File: config.mk
export PLATFORM = sky130hd
export DESIGN_NAME = sync_length_checksum_frame_parser
export DESIGN_NICKNAME = d
export VERILOG_FILES = /design/src/hw/rtl/slcfp_pkg.sv /design/src/hw/rtl/slcfp_parser.sv /design/src/hw/rtl/slcfp_skid.sv /design/src/hw/rtl/sync_length_checksum_frame_parser.sv
export VERILOG_INCLUDE_DIRS = /design/src /design/src/hw/rtl
export SDC_FILE = /design/constraint.sdc
export NUM_CORES = 1
export LEC_CHECK = 0
export BUFFER_PORTS_ARGS = -buffer_cell sky130_fd_sc_hd__buf_2
export CELL_PAD_IN_SITES_DETAIL_PLACEMENT = 0
export CELL_PAD_IN_SITES_GLOBAL_PLACEMENT = 2
export CORE_MARGIN = 3
export CORE_UTILIZATION = 40
export CTS_CLUSTER_DIAMETER = 30
export DETAILED_ROUTE_END_ITERATION = 12
export MAX_ROUTING_LAYER = met4
export PLACE_DENSITY_LB_ADDON = 0.2
export SKIP_CTS_REPAIR_TIMING = 1
export SYNTH_ARGS = -nofsm -noshare
export SYNTH_HDL_FRONTEND = slang
export SYNTH_SLANG_ARGS = --single-unit
File: constraint.sdc
create_clock -name i_clk -period 10.6 [get_ports i_clk]
set_input_delay 1.06 -clock i_clk [delete_from_list [all_inputs] [get_ports i_clk]]
set_output_delay 1.06 -clock i_clk [all_outputs]
set_load 0.01 [all_outputs]
File: src/hw/rtl/sync_length_checksum_frame_parser_assert.svh
// Assertion macros for the sync/length/checksum frame parser.
`ifndef SYNC_LENGTH_CHECKSUM_FRAME_PARSER_ASSERT_SVH
`define SYNC_LENGTH_CHECKSUM_FRAME_PARSER_ASSERT_SVH
`ifndef SYNTHESIS
// Same-cycle implication, checked on i_clk outside reset.
`define SLCFP_ASSERT_IMPL(lbl, ante, cons) \
    lbl: assert property (@(posedge i_clk) disable iff (!i_rst_n) (ante) |-> (cons)) \
        else $error("slcfp assertion failed");
// Next-cycle implication, checked on i_clk outside reset.
`define SLCFP_ASSERT_NEXT(lbl, ante, cons) \
    lbl: assert property (@(posedge i_clk) disable iff (!i_rst_n) (ante) |=> (cons)) \
        else $error("slcfp assertion failed");
`else
`define SLCFP_ASSERT_IMPL(lbl, ante, cons)
`define SLCFP_ASSERT_NEXT(lbl, ante, cons)
`endif
`endif

File: src/hw/rtl/slcfp_pkg.sv
// Shared types and constants for the sync/length/checksum frame parser.
package slcfp_pkg;

    localparam int unsigned BYTE_W  = 8;
    localparam int unsigned WORD_W  = 32;
    localparam int unsigned CNT_W   = 32;
    localparam int unsigned PAY_N   = 4;
    localparam int unsigned IDX_W   = 2;
    localparam int unsigned ADDR_W  = 3;
    localparam int unsigned APB_W   = 32;

    localparam logic [BYTE_W-1:0] FRAME_LEN  = 8'd4;
    localparam logic [BYTE_W-1:0] SYNC_RESET = 8'hA5;
    localparam logic [IDX_W-1:0]  IDX_LAST   = 2'd3;

    // Register index taken from paddr[2]
    localparam logic REG_SYNC = 1'b0;

    typedef enum logic [1:0] {
        PH_HUNT    = 2'd0,
        PH_LEN     = 2'd1,
        PH_PAYLOAD = 2'd2,
        PH_CHECK   = 2'd3
    } t_phase;

    typedef enum logic [1:0] {
        ST_NONE   = 2'd0,
        ST_OK     = 2'd1,
        ST_BADLEN = 2'd2,
        ST_BADCHK = 2'd3
    } t_status;

    typedef struct packed {
        t_status           status;
        logic [WORD_W-1:0] word;
        logic [CNT_W-1:0]  good_count;
        logic [CNT_W-1:0]  bad_checksum_count;
        logic [CNT_W-1:0]  bad_length_count;
    } t_result;

endpackage

File: src/hw/rtl/slcfp_parser.sv
// Frame parser state, payload store and counters; one byte per cycle while i_accept is high.
module slcfp_parser (
    input  logic                          i_clk,
    input  logic                          i_rst_n,
    input  logic                          i_accept,
    input  logic [slcfp_pkg::BYTE_W-1:0]  i_rx_byte,
    input  logic [slcfp_pkg::BYTE_W-1:0]  i_sync_byte,
    output slcfp_pkg::t_result            o_res
);

    slcfp_pkg::t_phase                r_phase, n_phase;
    logic [slcfp_pkg::IDX_W-1:0]      r_idx, n_idx;
    logic [slcfp_pkg::CNT_W-1:0]      r_good, n_good;
    logic [slcfp_pkg::CNT_W-1:0]      r_badchk, n_badchk;
    logic [slcfp_pkg::CNT_W-1:0]      r_badlen, n_badlen;
    logic [slcfp_pkg::BYTE_W-1:0]     r_payload [slcfp_pkg::PAY_N];
    logic [slcfp_pkg::BYTE_W-1:0]     w_sum;
    logic                             w_pay_we;

    // Checksum over length plus payload, wrapping at 8 bits
    assign w_sum = slcfp_pkg::FRAME_LEN + r_payload[0] + r_payload[1]
                 + r_payload[2] + r_payload[3];

    // Next state, counters and result for the current byte
    always_comb begin
        n_phase  = r_phase;
        n_idx    = r_idx;
        n_good   = r_good;
        n_badchk = r_badchk;
        n_badlen = r_badlen;
        w_pay_we = 1'b0;
        o_res.status = slcfp_pkg::ST_NONE;
        o_res.word   = '0;
        case (r_phase)
            slcfp_pkg::PH_HUNT: begin
                if (i_rx_byte == i_sync_byte) begin
                    n_phase = slcfp_pkg::PH_LEN;
                end
            end
            slcfp_pkg::PH_LEN: begin
                n_idx = '0;
                if (i_rx_byte != slcfp_pkg::FRAME_LEN) begin
                    n_badlen     = r_badlen + 1'b1;
                    n_phase      = slcfp_pkg::PH_HUNT;
                    o_res.status = slcfp_pkg::ST_BADLEN;
                end else begin
                    n_phase = slcfp_pkg::PH_PAYLOAD;
                end
            end
            slcfp_pkg::PH_PAYLOAD: begin
                w_pay_we = 1'b1;
                n_idx    = r_idx + 1'b1;
                if (r_idx == slcfp_pkg::IDX_LAST) begin
                    n_phase = slcfp_pkg::PH_CHECK;
                end
            end
            slcfp_pkg::PH_CHECK: begin
                n_phase = slcfp_pkg::PH_HUNT;
                if (w_sum != i_rx_byte) begin
                    n_badchk     = r_badchk + 1'b1;
                    o_res.status = slcfp_pkg::ST_BADCHK;
                end else begin
                    n_good       = r_good + 1'b1;
                    o_res.status = slcfp_pkg::ST_OK;
                    o_res.word   = {r_payload[3], r_payload[2], r_payload[1], r_payload[0]};
                end
            end
            default: begin
                n_phase = slcfp_pkg::PH_HUNT;
            end
        endcase
        o_res.good_count         = n_good;
        o_res.bad_checksum_count = n_badchk;
        o_res.bad_length_count   = n_badlen;
    end

    // Advance control state on each accepted byte
    always_ff @(posedge i_clk) begin
        if (!i_rst_n) begin
            r_phase  <= slcfp_pkg::PH_HUNT;
            r_idx    <= '0;
            r_good   <= '0;
            r_badchk <= '0;
            r_badlen <= '0;
        end else if (i_accept) begin
            r_phase  <= n_phase;
            r_idx    <= n_idx;
            r_good   <= n_good;
            r_badchk <= n_badchk;
            r_badlen <= n_badlen;
        end
    end

    // Store payload bytes; no reset needed
    always_ff @(posedge i_clk) begin
        if (i_accept && w_pay_we) begin
            r_payload[r_idx] <= i_rx_byte;
        end
    end

endmodule

File: src/hw/rtl/slcfp_skid.sv
// Output register with a skid stage so the input side can take one more result while the output stalls.
module slcfp_skid (
    input  logic                 i_clk,
    input  logic                 i_rst_n,
    input  logic                 i_push,
    input  slcfp_pkg::t_result   i_res,
    output logic                 o_push_ready,
    output logic                 o_valid,
    input  logic                 i_ready,
    output slcfp_pkg::t_result   o_res
);

    logic               r_out_valid;
    logic               r_skid_valid;
    slcfp_pkg::t_result r_out;
    slcfp_pkg::t_result r_skid;
    logic               w_take;

    assign w_take       = r_out_valid & i_ready;
    assign o_push_ready = ~r_skid_valid;
    assign o_valid      = r_out_valid;
    assign o_res        = r_out;

    // Valid flags
    always_ff @(posedge i_clk) begin
        if (!i_rst_n) begin
            r_out_valid  <= 1'b0;
            r_skid_valid <= 1'b0;
        end else if (!r_out_valid || w_take) begin
            if (r_skid_valid) begin
                r_out_valid  <= 1'b1;
                r_skid_valid <= 1'b0;
            end else begin
                r_out_valid <= i_push;
            end
        end else if (i_push) begin
            r_skid_valid <= 1'b1;
        end
    end

    // Payload: refill from skid first, park new word in skid while stalled
    always_ff @(posedge i_clk) begin
        if (!r_out_valid || w_take) begin
            if (r_skid_valid) begin
                r_out <= r_skid;
            end else if (i_push) begin
                r_out <= i_res;
            end
        end else if (i_push) begin
            r_skid <= i_res;
        end
    end

endmodule

File: src/hw/rtl/sync_length_checksum_frame_parser.sv
// Top level: APB sync register, frame parser and output skid stage.
//
// Usage: received bytes enter on the rx channel (i_rx_valid / o_rx_ready,
// payload i_rx_byte). Every accepted byte yields exactly one result word on
// the result channel (o_res_valid / i_res_ready): a status, the assembled
// little-endian word (zero unless status is OK) and the three
// wrapping 32-bit frame counters as they stand after that byte.
// Each result is registered, straight into the output register or, while
// the output stalls, into the skid stage. Throughput: one byte per cycle
// while the output drains; the output register plus a one-word skid stage
// keep the rx side open while a finished word waits.
// Stall: if the receiver holds i_res_ready low, one more byte is taken into
// the skid stage and then o_rx_ready drops until the output drains.
// Reset (i_rst_n low, synchronous): parser returns to hunting for sync,
// counters clear, both output stages empty, sync byte returns to 0xA5.
// Sync byte at APB address 0; the user must write it only while idle, unenforced.
`include "sync_length_checksum_frame_parser_assert.svh"
module sync_length_checksum_frame_parser (
    input  logic                              i_clk,
    input  logic                              i_rst_n,
    // APB configuration port
    input  logic                              psel,
    input  logic                              penable,
    input  logic                              pwrite,
    input  logic [slcfp_pkg::ADDR_W-1:0]      paddr,
    input  logic [slcfp_pkg::APB_W-1:0]       pwdata,
    output logic [slcfp_pkg::APB_W-1:0]       prdata,
    output logic                              pready,
    // Byte input channel
    input  logic                              i_rx_valid,
    output logic                              o_rx_ready,
    input  logic [7:0]                        i_rx_byte,
    // Result channel
    output logic                              o_res_valid,
    input  logic                              i_res_ready,
    output logic [1:0]                        o_status,
    output logic [31:0]                       o_word,
    output logic [31:0]                       o_good_count,
    output logic [31:0]                       o_bad_checksum_count,
    output logic [31:0]                       o_bad_length_count
);

    logic [slcfp_pkg::BYTE_W-1:0] r_sync_byte;
    logic                         w_cfg_wr;
    logic                         w_push;
    slcfp_pkg::t_result           w_res;
    slcfp_pkg::t_result           w_out;

    // Register write and read-back
    assign pready   = 1'b1;
    assign w_cfg_wr = psel & penable & pwrite & (paddr[2] == slcfp_pkg::REG_SYNC);
    assign prdata   = (paddr[2] == slcfp_pkg::REG_SYNC)
                    ? {{(slcfp_pkg::APB_W-slcfp_pkg::BYTE_W){1'b0}}, r_sync_byte}
                    : '0;

    always_ff @(posedge i_clk) begin
        if (!i_rst_n) begin
            r_sync_byte <= slcfp_pkg::SYNC_RESET;
        end else if (w_cfg_wr) begin
            r_sync_byte <= pwdata[slcfp_pkg::BYTE_W-1:0];
        end
    end

    // Byte handshake
    assign w_push = i_rx_valid & o_rx_ready;

    slcfp_parser u_parser (
        .i_clk       (i_clk),
        .i_rst_n     (i_rst_n),
        .i_accept    (w_push),
        .i_rx_byte   (i_rx_byte),
        .i_sync_byte (r_sync_byte),
        .o_res       (w_res)
    );

    slcfp_skid u_skid (
        .i_clk        (i_clk),
        .i_rst_n      (i_rst_n),
        .i_push       (w_push),
        .i_res        (w_res),
        .o_push_ready (o_rx_ready),
        .o_valid      (o_res_valid),
        .i_ready      (i_res_ready),
        .o_res        (w_out)
    );

    // Drive result fields
    assign o_status             = w_out.status;
    assign o_word               = w_out.word;
    assign o_good_count         = w_out.good_count;
    assign o_bad_checksum_count = w_out.bad_checksum_count;
    assign o_bad_length_count   = w_out.bad_length_count;

    // Checks
    `SLCFP_ASSERT_IMPL(a_word_only_when_ok, o_res_valid && (o_status != slcfp_pkg::ST_OK), o_word == 32'd0)
    `SLCFP_ASSERT_IMPL(a_skid_implies_out, !o_rx_ready, o_res_valid)
    `SLCFP_ASSERT_NEXT(a_push_fills_out, w_push, o_res_valid)

endmodule

; ---- After elaboration in Yosys (flattened, before gate mapping)
; Memory sizes are Yosys's and may differ from the RTL's.
; Index checks and enable logic that the tools add are counted.
; Widths: inputs -> output; s select.
[totals]
ff_bits = 370
mem_bits_rw = 32
inputBits = 50
output_inout_bits = 165
wordCells = 79
memories = 1
[memory_table]
columns = name, words, word_bits, rd, rd_ports_with_merged_regs, wr, line
row1 = u_parser.r_payload, 4, 8, 4, 0, 1, slcfp_parser.sv:16  ; logic [slcfp_pkg::BYTE_W-1:0] r_payload [slcfp_pkg::PAY_N];
[op_classes]
add_sub_neg = 8
n_eq_ne = 9
n_mux = 23
bitwise = 9
n_reduce_logical = 11
[op_table]
columns = op, n
row1 = $mux 130, 2
row2 = $mux 32, 8
row3 = $add 32x1->32 const B, 3
row4 = $add 8x8->8, 3
row5 = $mux 2, 5
row6 = $add 3x8->8 const A, 1
row7 = $eq 8x8->1, 1
row8 = $mux 8, 1
row9 = $ne 8x3->1 const B, 1
row10 = $ne 8x8->1, 1
row11 = $pmux 2 s2, 2
row12 = $pmux 2 s4, 1
row13 = $eq 2x2->1 const B, 3
row14 = $reduce_and 2->1, 3
row15 = $and 1x1->1, 5
row16 = $mux 1, 4
row17 = $ne 2x1->1 const B, 2
row18 = $not 1->1, 4
row19 = $reduce_bool 2->1, 2
row20 = $reduce_and 3->1, 1
row21 = $add 2x1->2 const B, 1
row22 = $eq 2x1->1 const B, 1
row23 = $logic_not 2->1, 1
row24 = $reduce_or 2->1, 1
row25 = 3 further kinds, 3

; ---- Depth between registers and ports, before layout
; An unclocked memory read counts as a cell.
[logic_depth]
word_depth = 10
depth_mapped = 17
depth_no_buf = 14

; ---- Modules after synthesis
; A second synthesis with hierarchy kept.
[unflattened]
cells_unflattened = 1463
area_unflattened_um2 = 18751.7
[by_module_without_submodules]
columns = module, instances, cells_each, area_per_inst_um2, seq_area_each_um2
row1 = slcfp_skid, 1, 414, 9739.3, 7847.5
row2 = slcfp_parser, 1, 978, 8395.6, 2962.8
row3 = sync_length_checksum_frame_parser, 1, 71, 616.8, 160.2

; ---- Worst setup path after synthesis
; OpenSTA, ideal clock, no wires.
[synth_timing]
path_type = in2reg
start = in i_rx_valid
end = reg u_skid.r_skid[0] in the netlist's numbering (enable)
setup_time_ns = 0.621
arrival_ns = 7.144
t_required_ns = 9.979
path_slack_ns = 2.836
cell_stages = 5
n_path_buf = 3
path_cell_list = nand2_1 clkbuf_1 clkbuf_1 clkbuf_1 nor2_1
[synth_via]
elab_chain_cells = 2
[synth_rtl]
columns = element, line
row1 = start: declaration, sync_length_checksum_frame_parser.sv:30  ; input logic i_rx_valid,
row2 = $and 1x1->1, sync_length_checksum_frame_parser.sv:65  ; assign w_push = i_rx_valid & o_rx_ready;
row3 = $reduce_and 2->1 (no line), -
row4 = end signal: assignment, slcfp_skid.sv:50  ; r_skid <= i_res;
row5 = end: declaration, slcfp_skid.sv:16  ; slcfp_pkg::t_result r_skid;
; Every way passes these cells.
; A chain may end at the register's enable or synchronous reset.

==> flow_metrics.env <==
export IMPL_status="finished clean"
export IMPL_synth_largest_area_cell="edfxtp_1"
export IMPL_drt_iter0_markers=610
export IMPL_power_density_mw_per_mm2=210.3
export IMPL_area_growth_pct=25.02
export IMPL_internal_power_mw=3.945
export IMPL_holdPathEnd="u_parser.r_good[31]$_SDFFE_PN0P_"
export IMPL_clkTransAtPathRegs_ns=0.05
export IMPL_min_from="u_parser.r_good[31]$_SDFFE_PN0P_"
export IMPL_critical_path_required_ns=10.93
export IMPL_regToRegEndpoint="u_skid.o_res[65]$_DFFE_PP_"
export IMPL_tightestPinTransition_ns=0.9797
export IMPL_layout_drive_gt1_share_pct=27.37
export IMPL_initial_core_util_pct=40.95
export IMPL_clockPowerShare_pct=62.1
export IMPL_finalCriticalPeriod_ns=5.849
export IMPL_antenna_found_initial=0
export IMPL_hp_class="reg2reg"
export IMPL_end_kind="flip-flop"
export IMPL_seqPwrFrac_pct=35.2
export IMPL_fp_row_count=78
export IMPL_gp_congestion=0.7990
export IMPL_yosys_register_bits=402
export IMPL_overflow=0
export IMPL_synth_edf_count=292
export IMPL_seq_area_frac_synth_pct=58.27
export IMPL_final_cell_count_no_fill=2372
export IMPL_synthDistinctLibCells=66
export IMPL_drcViolationCount=0
export IMPL_p_sw_share_pct=20.29
export IMPL_numCtsBuffers=97
export IMPL_netlist_top_cells_area="edfxtp_1 47%, dfxtp_1 12%, mux2_2 7.2%, xnor2_1 4.7%, xor2_1 4.0%"
export IMPL_setup_tns_ns=0
export IMPL_dr_total_vias=11866
export IMPL_cts_sinks=402
export IMPL_netlist_instances=1496
export IMPL_dp_cells=2191
export IMPL_most_common_layout_cells="292 x edfxtp_1, 163 x buf_2, 120 x mux2_2"
export IMPL_grtUsageTotal_pct=17.67
export IMPL_reg2reg_depth=15
export IMPL_grt_pass1_vias=12398
export IMPL_fmax_ghz=0.1710
export IMPL_rsz0062_at_grt="no"
export IMPL_crit_type="reg2reg"
export IMPL_vdd_drop_max_v=0.0001469
export IMPL_utilization_pct=51.20
export IMPL_worst_r2r_setup_slack_ns=4.75
export IMPL_root_buffer="clkbuf_16"
export IMPL_p_sw_mw=1.004
export IMPL_clock_latency_ns=0.61
export IMPL_p_leak_nw=9.320
export IMPL_ios=215
export IMPL_tritoncts="done"
export IMPL_cap_violations=0
export IMPL_totalWireLength_um=42240
export IMPL_synth_top_area_share_pct=46.58
export IMPL_finalMaxSlewViolations=0
export IMPL_yosysWarnings=0
export IMPL_grt_pass1_wl_um=68570
export IMPL_htree_levels=3
export IMPL_worst_path_max_fanout=74
export IMPL_power_frac_comb_pct=2.7
export IMPL_finalCritPeriodShare_pct=55.18
export IMPL_fin_skew_ns=0.03779
export IMPL_wl_per_cell_um=17.81
export IMPL_syn_area_sq_mm=0.01883
export IMPL_finalHoldViolCount=0
export IMPL_slew_headroom_pct=34.69
export IMPL_firstDrtPassIters=4
export IMPL_finalSetupViolations=0
export IMPL_ys_async_sr_fraction_pct=0
export IMPL_final_common_cell="edfxtp_1"
export IMPL_synth_ff_type="edfxtp_1"
export IMPL_crit_arrival_ns=6.18
export IMPL_min_path_cells=2
export IMPL_die_y_um=222.9
export IMPL_r2r_start="u_parser.r_payload[3][1]$_DFFE_PP_"
export IMPL_grt_max_degree=79
export IMPL_post_drt_via_cell_ratio=5.003
export IMPL_critPathLaunchType="flip-flop"
export IMPL_core_area_sq_mm=0.04597
export IMPL_dieArea_sq_mm=0.04970
export IMPL_hpwlAfterDp_um=25840
export IMPL_ctsLongestPathBuffers=3
export IMPL_port_buffer_count=163
export IMPL_die_w_um=222.9
export IMPL_diodes=0
export IMPL_num_nets_final=1777
export IMPL_synth_avg_cell_area_sq_um=12.58
export IMPL_final_antenna_net_count=0
==> how the worst max path moves through the flow <==
stage	end	slack, ns	start
final	u_skid.o_res[65]$_DFFE_PP_	4.75	u_parser.r_payload[3][1]$_DFFE_PP_
after global placement	u_skid.o_res[65]$_DFFE_PP_	4.71	u_parser.r_payload[3][1]$_DFFE_PP_
after detailed placement	u_skid.o_res[65]$_DFFE_PP_	4.65	u_parser.r_payload[3][1]$_DFFE_PP_
after CTS	u_skid.o_res[65]$_DFFE_PP_	4.65	u_parser.r_payload[3][1]$_DFFE_PP_
after global routing	u_skid.o_res[65]$_DFFE_PP_	4.43	u_parser.r_payload[3][1]$_DFFE_PP_
after floorplan	u_skid.r_skid[0]$_DFFE_PP_	2.84	i_rx_valid
==> per-layer routing <==
layer	routed length [um]	vias up	GRT usage [%]	part of all wire (%)
li1	-	5779	-	-
met1	19330	5770	22.84	46
met2	20180	249	27.67	48
met3	1845	68	3.868	4.4
met4	883	0	6.050	2.1
met5	0	-	-	0
==> cells by family after synthesis <==
| group | after synthesis | share of synthesized area, % |
|---|---|---|
| mux | 124 | 7.391 |
| flops | 402 | 58.27 |
| fa+ha+maj | 37 | 3.017 |
| other cells | 2 | 0.03989 |
| xor+xnor | 190 | 9.019 |
| buf+inv | 144 | 3.569 |
| compound gates | 128 | 4.719 |
| simple gates | 469 | 13.97 |
==> sequential cells by signal, indices dropped and copies added, names as in the netlist, named ones only <==
| register | flops |
|---|---|
| r_sync_byte | 8 |
| u_parser.r_badchk | 32 |
| u_parser.r_badlen | 32 |
| u_parser.r_good | 32 |
| u_parser.r_idx | 2 |
| u_parser.r_payload | 32 |
| u_parser.r_phase | 1 |
| u_skid.o_res | 130 |
| u_skid.o_valid | 1 |
| u_skid.r_skid | 130 |
| u_skid.r_skid_valid | 1 |
==> power by group through the flow <==
stage / clock, mW / combinational, mW / sequential, mW
after CTS: 3.15 / 0.137 / 1.74
final: 3.08 / 0.133 / 1.74
after floorplan: 0 / 0.0655 / 1.79
after global routing: 3.24 / 0.147 / 1.74
after detailed placement: 0 / 0.137 / 1.77
after global placement: 0 / 0.136 / 1.77
==> area by class of cell <==
type,count,area [sq um]
Clock inverter,57,808.3
Tap cell,600,750.7
Clock buffer,124,2621
Sequential cell,402,10970
Timing Repair Buffer,180,943.4
Multi-Input combinational cell,973,7303
Fill cell,4069,22430
Inverter,36,137.6
==> critical path, cell delays in order (launching register included) <==
cell      delay, ns
edfxtp_1       0.41
fa_1           0.43
inv_1          0.08
fa_1           0.43
fa_1           0.52
inv_1          0.04
ha_1           0.21
fa_1           0.45
xor2_1         0.17
nor4_1         0.30
nand4_1        0.37
nor2_4         0.19
buf_4          0.63
nand3_2        0.58
mux2_2         0.48
mux2_2         0.26
==> through the flow <==
stage / total power [mW] / hold slack (ns) / setup slack (ns) / instance area, sq um
2_1_floorplan: 1.854 / 0.4624 / 2.836 / 18910
3_3_place_gp: 1.904 / 0.4683 / 4.706 / 20110
3_5_place_dp: 1.905 / 0.4897 / 4.651 / 20110
4_1_cts: 5.026 / 0.4959 / 4.654 / 23540
5_1_grt: 5.125 / 0.5110 / 4.426 / 23540
6_report: 4.949 / 0.4884 / 4.751 / 23540
==> synthesized netlist by cell type, drive strengths merged (2+ instances only) <==
library cell,number
dfxtp,110
edfxtp,292
and4,6
mux2i,4
nand3,42
nand4,61
fa,14
o211ai,16
nor3,16
nand4b,2
or4,8
nor3b,3
a21oi,20
o31ai,21
or2,4
o21ai,21
conb,2
ha,23
a21boi,17
o2111ai,6
nand2b,11
and2,107
xor2,88
nor4,14
buf,49
a211oi,15
nor2b,12
o21a,4
nand2,94
inv,35
and3,25
mux2,120
or3,10
a21o,2
nor2,50
clkbuf,59
xnor2,102
No activity file was read; power rests on OpenSTA's default activity.
